===== src/tkws_pkg.sv =====
`default_nettype none
package tkws_pkg;

	localparam int DEF_MAX_K = 16;
	localparam int CAP_W = 5;
	localparam logic [CAP_W-1:0] CAP_RESET = 5'd16;
	localparam int ID_W = 20;
	localparam int WGT_W = 32;
	localparam int KEY_W = ID_W + WGT_W;

	typedef struct packed {
		logic [ID_W-1:0] item_id;
		logic signed [WGT_W-1:0] weight;
		logic included;
		logic end_of_scan;
	} in_item_t;

	typedef struct packed {
		logic [ID_W-1:0] kept_id;
		logic signed [WGT_W-1:0] kept_weight;
		logic empty_res;
		logic last_of_run;
	} out_item_t;

	typedef struct packed {
		logic [ID_W-1:0] item_id;
		logic signed [WGT_W-1:0] weight;
	} entry_t;

	typedef enum logic {
		ST_SCAN,
		ST_READOUT
	} state_t;

	// Commands from the controller to the datapath.
	typedef struct packed {
		logic update;
		logic load;
	} cmd_t;

	// Status from the datapath to the controller.
	typedef struct packed {
		logic cnt_zero;
		logic cnt_one;
	} sts_t;

	// Order key: weight with its sign bit flipped, then id, compared unsigned.
	function automatic logic [KEY_W-1:0] entry_key(input entry_t e);
		entry_key = {~e.weight[WGT_W-1], e.weight[WGT_W-2:0], e.item_id};
	endfunction

endpackage
`default_nettype wire


===== src/tkws_ctrl.sv =====
`default_nettype none
module tkws_ctrl (
	input wire logic clk,
	input wire logic arst_n,
	input wire logic item_valid,
	input wire logic item_eos,
	output logic item_stall,
	output logic res_valid,
	input wire logic res_stall,
	input wire tkws_pkg::sts_t sts,
	output tkws_pkg::cmd_t cmd
);

	tkws_pkg::state_t state_q, state_d;
	logic res_valid_q, res_valid_d;

	always_ff @(posedge clk or negedge arst_n) begin
		if (!arst_n) begin
			state_q <= tkws_pkg::ST_SCAN;
			res_valid_q <= 1'b0;
		end else begin
			state_q <= state_d;
			res_valid_q <= res_valid_d;
		end
	end

	always_comb begin
		state_d = state_q;
		cmd.update = 1'b0;
		cmd.load = 1'b0;
		item_stall = 1'b1;
		res_valid_d = res_valid_q & res_stall;
		unique case (state_q)
			tkws_pkg::ST_SCAN: begin
				item_stall = 1'b0;
				if (item_valid) begin
					cmd.update = 1'b1;
					if (item_eos) begin
						state_d = tkws_pkg::ST_READOUT;
					end
				end
			end
			tkws_pkg::ST_READOUT: begin
				// The output register takes a new item once it is free or being taken.
				if (!res_valid_q || !res_stall) begin
					cmd.load = 1'b1;
					res_valid_d = 1'b1;
					if (sts.cnt_zero || sts.cnt_one) begin
						state_d = tkws_pkg::ST_SCAN;
					end
				end
			end
			default: state_d = tkws_pkg::ST_SCAN;
		endcase
	end

	assign res_valid = res_valid_q;

endmodule
`default_nettype wire


===== src/tkws_dp.sv =====
`default_nettype none
module tkws_dp #(
	parameter int MAX_K = tkws_pkg::DEF_MAX_K
) (
	input wire logic clk,
	input wire logic arst_n,
	input wire logic cap_we,
	input wire logic [tkws_pkg::CAP_W-1:0] cap_wdata,
	input wire tkws_pkg::in_item_t item,
	output tkws_pkg::out_item_t res,
	input wire tkws_pkg::cmd_t cmd,
	output tkws_pkg::sts_t sts
);

	localparam int CNT_W = $clog2(MAX_K + 1);
	localparam int CMP_W = (CNT_W > tkws_pkg::CAP_W) ? CNT_W : tkws_pkg::CAP_W;

	logic [tkws_pkg::CAP_W-1:0] capacity_q;
	logic [CNT_W-1:0] count_q;
	tkws_pkg::entry_t ent_q [MAX_K];
	tkws_pkg::out_item_t res_q;

	tkws_pkg::entry_t new_ent;
	logic [MAX_K:0] lt;
	logic [CMP_W-1:0] cap_ext, cnt_ext, cap_eff;
	logic cap_nz, below_cap, do_ins, do_rep, pop;

	assign new_ent.item_id = item.item_id;
	assign new_ent.weight = item.weight;

	always_ff @(posedge clk or negedge arst_n) begin
		if (!arst_n) begin
			capacity_q <= tkws_pkg::CAP_RESET;
		end else if (cap_we) begin
			capacity_q <= cap_wdata;
		end
	end

	assign cap_ext = CMP_W'(capacity_q);
	assign cnt_ext = CMP_W'(count_q);
	assign cap_eff = (cap_ext > CMP_W'(MAX_K)) ? CMP_W'(MAX_K) : cap_ext;
	assign cap_nz = (cap_eff != '0);
	assign below_cap = (cnt_ext < cap_eff);

	assign do_ins = cmd.update && item.included && cap_nz && below_cap;
	// Once full, only a strictly greater weight displaces the smallest entry.
	assign do_rep = cmd.update && item.included && cap_nz && !below_cap &&
			(count_q != '0) && (item.weight > ent_q[0].weight);
	assign pop = cmd.load && (count_q != '0);

	// lt[i]: the new item sorts before cell i; empty cells count as larger.
	assign lt[MAX_K] = 1'b1;
	for (genvar i = 0; i < MAX_K; i++) begin : g_cmp
		assign lt[i] = (CNT_W'(i) >= count_q) ||
				(tkws_pkg::entry_key(new_ent) < tkws_pkg::entry_key(ent_q[i]));
	end

	for (genvar i = 0; i < MAX_K; i++) begin : g_cell
		tkws_pkg::entry_t above, below;
		logic first_gt;
		if (i == MAX_K - 1) begin : g_top
			assign above = ent_q[i];
		end else begin : g_mid
			assign above = ent_q[i+1];
		end
		if (i == 0) begin : g_bot
			assign below = new_ent;
			assign first_gt = 1'b1;
		end else begin : g_up
			assign below = ent_q[i-1];
			assign first_gt = !lt[i-1];
		end

		always_ff @(posedge clk) begin
			if (pop) begin
				ent_q[i] <= above;
			end else if (do_ins) begin
				if (lt[i]) begin
					ent_q[i] <= first_gt ? new_ent : below;
				end
			end else if (do_rep) begin
				if (!lt[i+1]) begin
					ent_q[i] <= above;
				end else if (!lt[i]) begin
					ent_q[i] <= new_ent;
				end
			end
		end
	end

	always_ff @(posedge clk or negedge arst_n) begin
		if (!arst_n) begin
			count_q <= '0;
		end else if (do_ins) begin
			count_q <= count_q + 1'b1;
		end else if (pop) begin
			count_q <= count_q - 1'b1;
		end
	end

	always_ff @(posedge clk) begin
		if (cmd.load) begin
			if (count_q == '0) begin
				res_q.kept_id <= '0;
				res_q.kept_weight <= '0;
				res_q.empty_res <= 1'b1;
				res_q.last_of_run <= 1'b1;
			end else begin
				res_q.kept_id <= ent_q[0].item_id;
				res_q.kept_weight <= ent_q[0].weight;
				res_q.empty_res <= 1'b0;
				res_q.last_of_run <= (count_q == CNT_W'(1));
			end
		end
	end

	assign res = res_q;
	assign sts.cnt_zero = (count_q == '0);
	assign sts.cnt_one = (count_q == CNT_W'(1));

endmodule
`default_nettype wire


===== src/top_k_weight_selector_top.sv =====
// Channel    Direction  Handshake              Payload
// item       in         item_valid/item_stall  tkws_pkg::in_item_t
// res        out        res_valid/res_stall    tkws_pkg::out_item_t
// capacity   in         cap_we                 cap_wdata
//
// An item without end_of_scan is taken every cycle; the sorted row of cells
// updates in the cycle it is accepted.
// An end_of_scan item is followed by a readout of max(kept, 1) results, one
// result per cycle while res is not stalled, from the bottom cell, while
// item_stall is high.
// Reset empties the store at once (count to zero) and sets capacity to 16.
`default_nettype none
module top_k_weight_selector_top #(
	parameter int MAX_K = tkws_pkg::DEF_MAX_K
) (
	input wire logic clk,
	input wire logic arst_n,
	input wire logic cap_we,
	input wire logic [tkws_pkg::CAP_W-1:0] cap_wdata,
	input wire logic item_valid,
	output logic item_stall,
	input wire tkws_pkg::in_item_t item,
	output logic res_valid,
	input wire logic res_stall,
	output tkws_pkg::out_item_t res
);

	tkws_pkg::cmd_t cmd;
	tkws_pkg::sts_t sts;

	tkws_ctrl u_ctrl (
		.clk(clk),
		.arst_n(arst_n),
		.item_valid(item_valid),
		.item_eos(item.end_of_scan),
		.item_stall(item_stall),
		.res_valid(res_valid),
		.res_stall(res_stall),
		.sts(sts),
		.cmd(cmd)
	);

	tkws_dp #(
		.MAX_K(MAX_K)
	) u_dp (
		.clk(clk),
		.arst_n(arst_n),
		.cap_we(cap_we),
		.cap_wdata(cap_wdata),
		.item(item),
		.res(res),
		.cmd(cmd),
		.sts(sts)
	);

endmodule
`default_nettype wire


===== config.mk =====
export PLATFORM = sky130hd
export DESIGN_NAME = top_k_weight_selector_top
export DESIGN_NICKNAME = d
export VERILOG_FILES = /design/src/tkws_pkg.sv /design/src/tkws_ctrl.sv /design/src/tkws_dp.sv /design/src/top_k_weight_selector_top.sv
export SDC_FILE = /design/constraint.sdc
export NUM_CORES = 2
export LEC_CHECK = 0
export BUFFER_PORTS_ARGS = -buffer_cell sky130_fd_sc_hd__buf_2
export CAP_MARGIN = 20
export CORE_UTILIZATION = 35
export CTS_BUF_LIST = sky130_fd_sc_hd__clkbuf_8
export DETAILED_ROUTE_END_ITERATION = 10
export PLACE_DENSITY = 0.62
export SYNTH_ARGS = -nofsm -noshare
export SYNTH_HDL_FRONTEND = slang
export SYNTH_SLANG_ARGS = --single-unit
export TNS_END_PERCENT = 50

===== constraint.sdc =====
create_clock -name clk -period 29.2 [get_ports clk]
set_input_delay 4.38 -clock clk [delete_from_list [all_inputs] [get_ports clk]]
set_output_delay 4.38 -clock clk [all_outputs]
set_load 0.005 [all_outputs]

# Word level (Yosys, flattened, before mapping)
# Memory sizes are Yosys's and may differ from the RTL's.
# Index checks and enable logic that the tools add are counted.
op_classes:
  add_sub_neg: 2
  mul: 0
  n_div: 0
  order_cmp: 35
  eq_ne: 1
  shift: 0
  muxes: 295
  bitwise_logic: 66
  n_reduce_logical: 32
ops:
  columns: ["operator", "count"]
  rows:
  - ["$mux W52", 62]
  - ["$lt A52 B52 Y1", 16]
  - ["$mux W1", 228]
  - ["$or A1 B1 Y1", 47]
  - ["$ge A4 B5 Y1 const A", 8]
  - ["$gt A32 B32 Y1", 1]
  - ["$ge A3 B5 Y1 const A", 4]
  - ["$logic_or A1 B1 Y1", 18]
  - ["$not A1 Y1", 18]
  - ["$mux W5", 3]
  - ["$ge A1 B5 Y1 const A", 2]
  - ["$ge A2 B5 Y1 const A", 2]
  - ["$reduce_bool A5 Y1", 2]
  - ["$logic_and A1 B1 Y1", 7]
  - ["$add A5 B1 Y5 const B", 1]
  - ["$eq A5 B1 Y1 const B", 1]
  - ["$gt A5 B5 Y1 const B", 1]
  - ["$logic_not A5 Y1", 1]
  - ["$lt A5 B5 Y1", 1]
  - ["$sub A5 B1 Y5 const B", 1]
  - ["$logic_not A1 Y1", 3]
  - ["$mux W2", 1]
  - ["$pmux W1 S2", 1]
  - ["$reduce_bool A2 Y1", 1]
  - ["$and A1 B1 Y1", 1]
word_totals:
  reg_bits: 66
  latch_bits: 0
  ramBits: 832
  romBits: 0
  in_bits: 64
  output_inout_bits: 56
  elab_cells: 440
  n_memories: 1
mem_list:
  columns: ["memory", "words", "word_bits", "read_ports", "rd_ports_with_merged_regs", "write_ports", "line_no", "rtl"]
  rows:
  - ["u_dp.ent_q", 16, 52, 16, 0, 16, "tkws_dp.sv:20", "tkws_pkg::entry_t ent_q [MAX_K];"]

# Depth between registers and ports, before layout
depth:
  word_depth: 13
  ltp_mapped: 15
  ltp_nobuf: 12

# Hierarchy
# Synthesis repeated with hierarchy kept, for this count alone.
unflattened:
  hier_cells: 6034
  area_unflattened_um2: 62877.8
modules_own_cells:
  columns: ["mod", "n_inst", "cells_each", "area_per_inst_um2", "seq_area_each_um2"]
  rows:
  - ["tkws_dp", 1, 6027, 62785.2, 26857.0]
  - ["tkws_ctrl", 1, 7, 92.6, 50.0]

# Worst setup path after synthesis
# No wires, ideal clock.
synth_path:
  kind: "input to register"
  startpoint: "input port res_stall"
  endpoint: "memory u_dp.ent_q[3][0] (netlist name) (enable)"
  setup_time_ns: 0.541
  arrival_ns: 13.129
  required_ns: 28.659
  slack_ns: 15.530
  stages: 5
  path_buffers: 1
  cell_sequence: "a21boi_0 -> and2_1 -> clkbuf_1 -> nor2_1 -> a21boi_0"
synth_rtl:
  columns: ["element", "line_no", "rtl"]
  rows:
  - ["from (decl)", "top_k_weight_selector_top.sv:24", "input wire logic res_stall,"]
  - ["to (decl)", "tkws_dp.sv:20", null]

==> reports/qor.log <==
INFO  cts            cts.htree.levels=4
INFO  route          drt-total-wl=268600um
INFO  placement      preCtsSetupSlack=18.55ns
INFO  power          vdd_ir_drop_max=0.07164mV
INFO  grt            grt_first_pass_wirelength=379900um
INFO  timing         fmax=100.2MHz
INFO  yosys          synth_seq_cells=898
INFO  cts            cts_root_buffer=sky130_fd_sc_hd__clkbuf_8
INFO  cts            clock_sink_count=898
INFO  worst_setup_path timing.critical_path.mode_cell=sky130_fd_sc_hd__buf_4
INFO  yosys          number_of_enable_flip_flop_cells_after_synthesis=886
INFO  timing         post-route-min-period=9.981ns
INFO  placement      dp_hpwl=181800um
INFO  timing         tightest_slew=1.227ns
INFO  route          drc=0
INFO  cts            clkLatencyLatePin=0.96ns
INFO  cells_and_area multi_input_gate_area_in_the_final_layout=0.03186mm2
INFO  worst_setup_path crit_type=in2reg
INFO  grt            grt_max_degree=57
INFO  grt            antenna_found_initial=10
INFO  timing         finalHoldViolCount=0
INFO  grt            vias_in_the_first_global_route=53520
INFO  placement      place.gp.congestion=1.028
INFO  cts            cts-hold-fix-buffers=0
INFO  yosys          synthesis.area=0.06323mm2
INFO  run            cap_violations=0
INFO  worst_setup_path critical-path-max-stage-delay=1.04ns
INFO  yosys          net_count_after_synthesis=6935
INFO  route          via_count=55400
INFO  placement      place.detailed.instances=8271
INFO  timing         final_worst_clock_skew=0.07912ns
INFO  timing         final_max_slew_viol_count=0
INFO  cts            cts_inserted_buffers=166
INFO  grt            grt_remaining_overflow=0
INFO  route          vias_per_cell=6.457
INFO  power          power.density=107.2mW/mm2
INFO  cells_and_area final-instance-count-excl-fill=8579
INFO  cells_and_area flow.area_growth_from_synthesis=10.40%
INFO  route          drt_first_pass_iters=6
INFO  yosys          post-synth-top-area-cell=sky130_fd_sc_hd__edfxtp_1
INFO  floorplan      initial_utilization=35.32%
INFO  route          starting_drc_count_in_detailed_routing=7870
INFO  yosys          synth_commonest_cells=sky130_fd_sc_hd__edfxtp_1 (886), sky130_fd_sc_hd__inv_1 (878), sky130_fd_sc_hd__ha_1 (827)
INFO  cts            worst_setup_hold_path_clk_slew=0.06ns
INFO  floorplan      floorplan.die.width=427.0um
INFO  route          avgRoutedWirePerCell=31.31um
INFO  worst_setup_path crit_path_end_kind=flop
INFO  yosys          async_flop_share=1.336%
INFO  yosys          yosys.cell_count.top_type=sky130_fd_sc_hd__edfxtp_1
INFO  cells_and_area filler_cell_count=17440
INFO  worst_setup_path cp_cell_sequence=buf_2 -> inv_1 -> buf_4 -> ha_1 -> nand4_1 -> nor4_1 -> inv_1 -> a41oi_1 -> nor4b_1 -> or2_1 -> nand3_2 -> buf_4 -> a21boi_4 -> buf_4 -> a2bb2oi_1
INFO  yosys          post_synthesis_sequential_area_ratio=42.55%
INFO  yosys          syn_inst=6044
INFO  yosys          yosysUniqueCellTypes=85
INFO  worst_setup_path required=29.94ns
INFO  cts            post_cts.resized_instances=0
INFO  yosys          synth_top_cell_area_share=42.08%
INFO  floorplan      chip_height=427.0um
INFO  cells_and_area final_nets=6978
INFO  timing         fin_crit_share=34.18%
INFO  min_path       hold_class=reg2reg
INFO  timing         final_critical_path_setup_slack=19.22ns
INFO  worst_setup_path critPathSlowestCell=sky130_fd_sc_hd__nor4_1
INFO  cts            cts_tree=done
INFO  yosys          postSynth.topFlopCell=sky130_fd_sc_hd__edfxtp_1
INFO  yosys          synthesis.area_per_instance=10.46um2
INFO  route          ant_nets=0
INFO  worst_setup_path worstSetupStartpointType=input pin
INFO  worst_setup_path arrival=10.72ns
INFO  timing         finalSetupViolations=0
INFO  timing         rsz0062_at_grt=no
INFO  timing         max_slew_margin=17.45%
INFO  floorplan      row_count=155
INFO  floorplan      pin_count=120
INFO  cts            cts_max_path_buffers=3
INFO  grt            globalRouteTotalUtil=28.71%
INFO  timing         fin_tns_setup=0ns
INFO  cts            number_of_setup_buffers_added_after_cts=0
INFO  yosys          synth.top_cells.by_area=sky130_fd_sc_hd__edfxtp_1 (42%), sky130_fd_sc_hd__ha_1 (16%), sky130_fd_sc_hd__a2bb2oi_1 (5.7%)
INFO  outcome        status=completed
INFO  placement      number_of_buffers_inserted_by_port_buffering=119
INFO  yosys          yosys_warnings=0
INFO  worst_setup_path crit_path_max_fanout=53
INFO  floorplan      fp.dieArea=0.1824mm2
INFO  cells_and_area drive_above_1_share=9.969%
INFO  cells_and_area regArea=0.02691mm2
INFO  floorplan      fp.coreArea=0.1790mm2
INFO  power          power.leakage=0.03013uW
==> stage by stage <==
step                      utilization (%)  power [uW]  cell area [um2]  hold WS, ns
after floorplan                         -        4813            63230       0.4936
after global placement              37.23        6058            66650       0.5191
after detailed placement            37.27        6177            66720       0.5259
after CTS                           38.98        7375            69780       0.5413
after global routing                39.00        7865            69810       0.5601
final                               39.00        7485            69810       0.5452
==> state kept, by name (all words and copies together), names as in the netlist <==
register / cells
u_ctrl.res_valid: 1
u_ctrl.state_q: 1
u_dp.cap_ext: 5
u_dp.cnt_ext: 5
u_dp.ent_q: 832
u_dp.res: 54
==> layout by cell type, fill, tap and decap left out, drive strengths merged, types with 11 or more instances in the layout <==
| master | n |
|---|---|
| inv | 945 |
| edfxtp | 886 |
| ha | 827 |
| o22ai | 473 |
| a2bb2oi | 413 |
| a21oi | 270 |
| buf | 265 |
| o22a | 213 |
| nand2 | 180 |
| clkbuf | 173 |
| nor2 | 153 |
| a21o | 136 |
| nand3 | 133 |
| o21ai | 126 |
| a22oi | 115 |
| o2bb2ai | 106 |
| mux2i | 100 |
| nand4 | 95 |
| clkinv | 58 |
| a32oi | 53 |
| o221a | 53 |
| nor3 | 43 |
| a211oi | 42 |
| and3 | 27 |
| and4 | 24 |
| nor2b | 22 |
| a221oi | 22 |
| nand2b | 19 |
| o211ai | 17 |
| or3 | 17 |
| nor4 | 16 |
| a211o | 15 |
| o31ai | 15 |
| a31oi | 12 |
| o21a | 11 |
| dfrtp | 11 |
| and2 | 11 |
==> worst max-delay path, delay by kind of cell <==
kind	cells	cell delay (ns)
and+or+nand+nor	5	2.21
buffers and inverters	6	2.03
AOI/OAI and AO/OA	3	1.52
adders and majority gates	1	0.49
==> path summary, 6_finish.rpt <==
kind | start | endpoint | slack (ns) | depth (start not counted)
worst max-delay path | item[33] | u_dp.ent_q[11][8] | 19.22 | 15
worst min-delay path | u_dp.cap_ext[0] | u_dp.cap_ext[0] | 0.55 | 1
worst max register to register | u_dp.ent_q[0][13] | u_dp.ent_q[11][8] | 22.78 | 13
worst min register to register | u_dp.cap_ext[0] | u_dp.cap_ext[0] | 0.55 | 1
max in group asynchronous | arst_n | u_dp.cap_ext[4] | 25.58 | 1
min in group asynchronous | arst_n | u_ctrl.state_q | 3.33 | 1
==> where the power goes <==
part / leakage [uW] / internal (uW) / switching [uW] / total (uW)
clock network: 0.00178 / 576 / 617 / 1190
logic: 0.0196 / 1260 / 2020 / 3280
registers: 0.00871 / 2370 / 640 / 3010
total: 0.0301 / 4210 / 3280 / 7480
==> metal layers <==
| metal | wire [um] | part of all wire, % | global-route usage (%) | vias up |
|---|---|---|---|---|
| met5 | 41 | 0.015 | 0 | - |
| met4 | 15350 | 5.7 | 15.25 | 6 |
| met3 | 37130 | 14 | 10.27 | 643 |
| met2 | 108500 | 40 | 40.11 | 3790 |
| met1 | 107700 | 40 | 38.42 | 27400 |
| li1 | - | - | - | 23550 |
==> logic make-up (layout without fill, tap and decap cells) <==
| kind of cell | Yosys count | in the layout | share of synthesized area (%) |
|---|---|---|---|
| multiplexers | 109 | 109 | 1.743 |
| XOR/XNOR | 4 | 4 | 0.05540 |
| AO/OA/AOI/OAI | 2172 | 2172 | 25.48 |
| AND/OR/NAND/NOR | 762 | 762 | 6.065 |
| flip-flops | 898 | 898 | 42.55 |
| buffers and inverters | 1272 | 1447 | 7.741 |
| other | 0 | 5 | 0 |
| adder cells (fa/ha/maj) | 827 | 827 | 16.36 |
==> layout make-up <==
cell class / instances / share of cell area, %
Tap cell: 2355 / 4.221
Sequential cell: 898 / 38.54
Multi-Input combinational cell: 3874 / 45.64
Antenna cell: 5 / 0.01792
Clock inverter: 129 / 1.014
Inverter: 880 / 4.732
Clock buffer: 171 / 3.371
Timing Repair Buffer: 267 / 2.463
No activity file was read; power rests on OpenSTA's default activity.
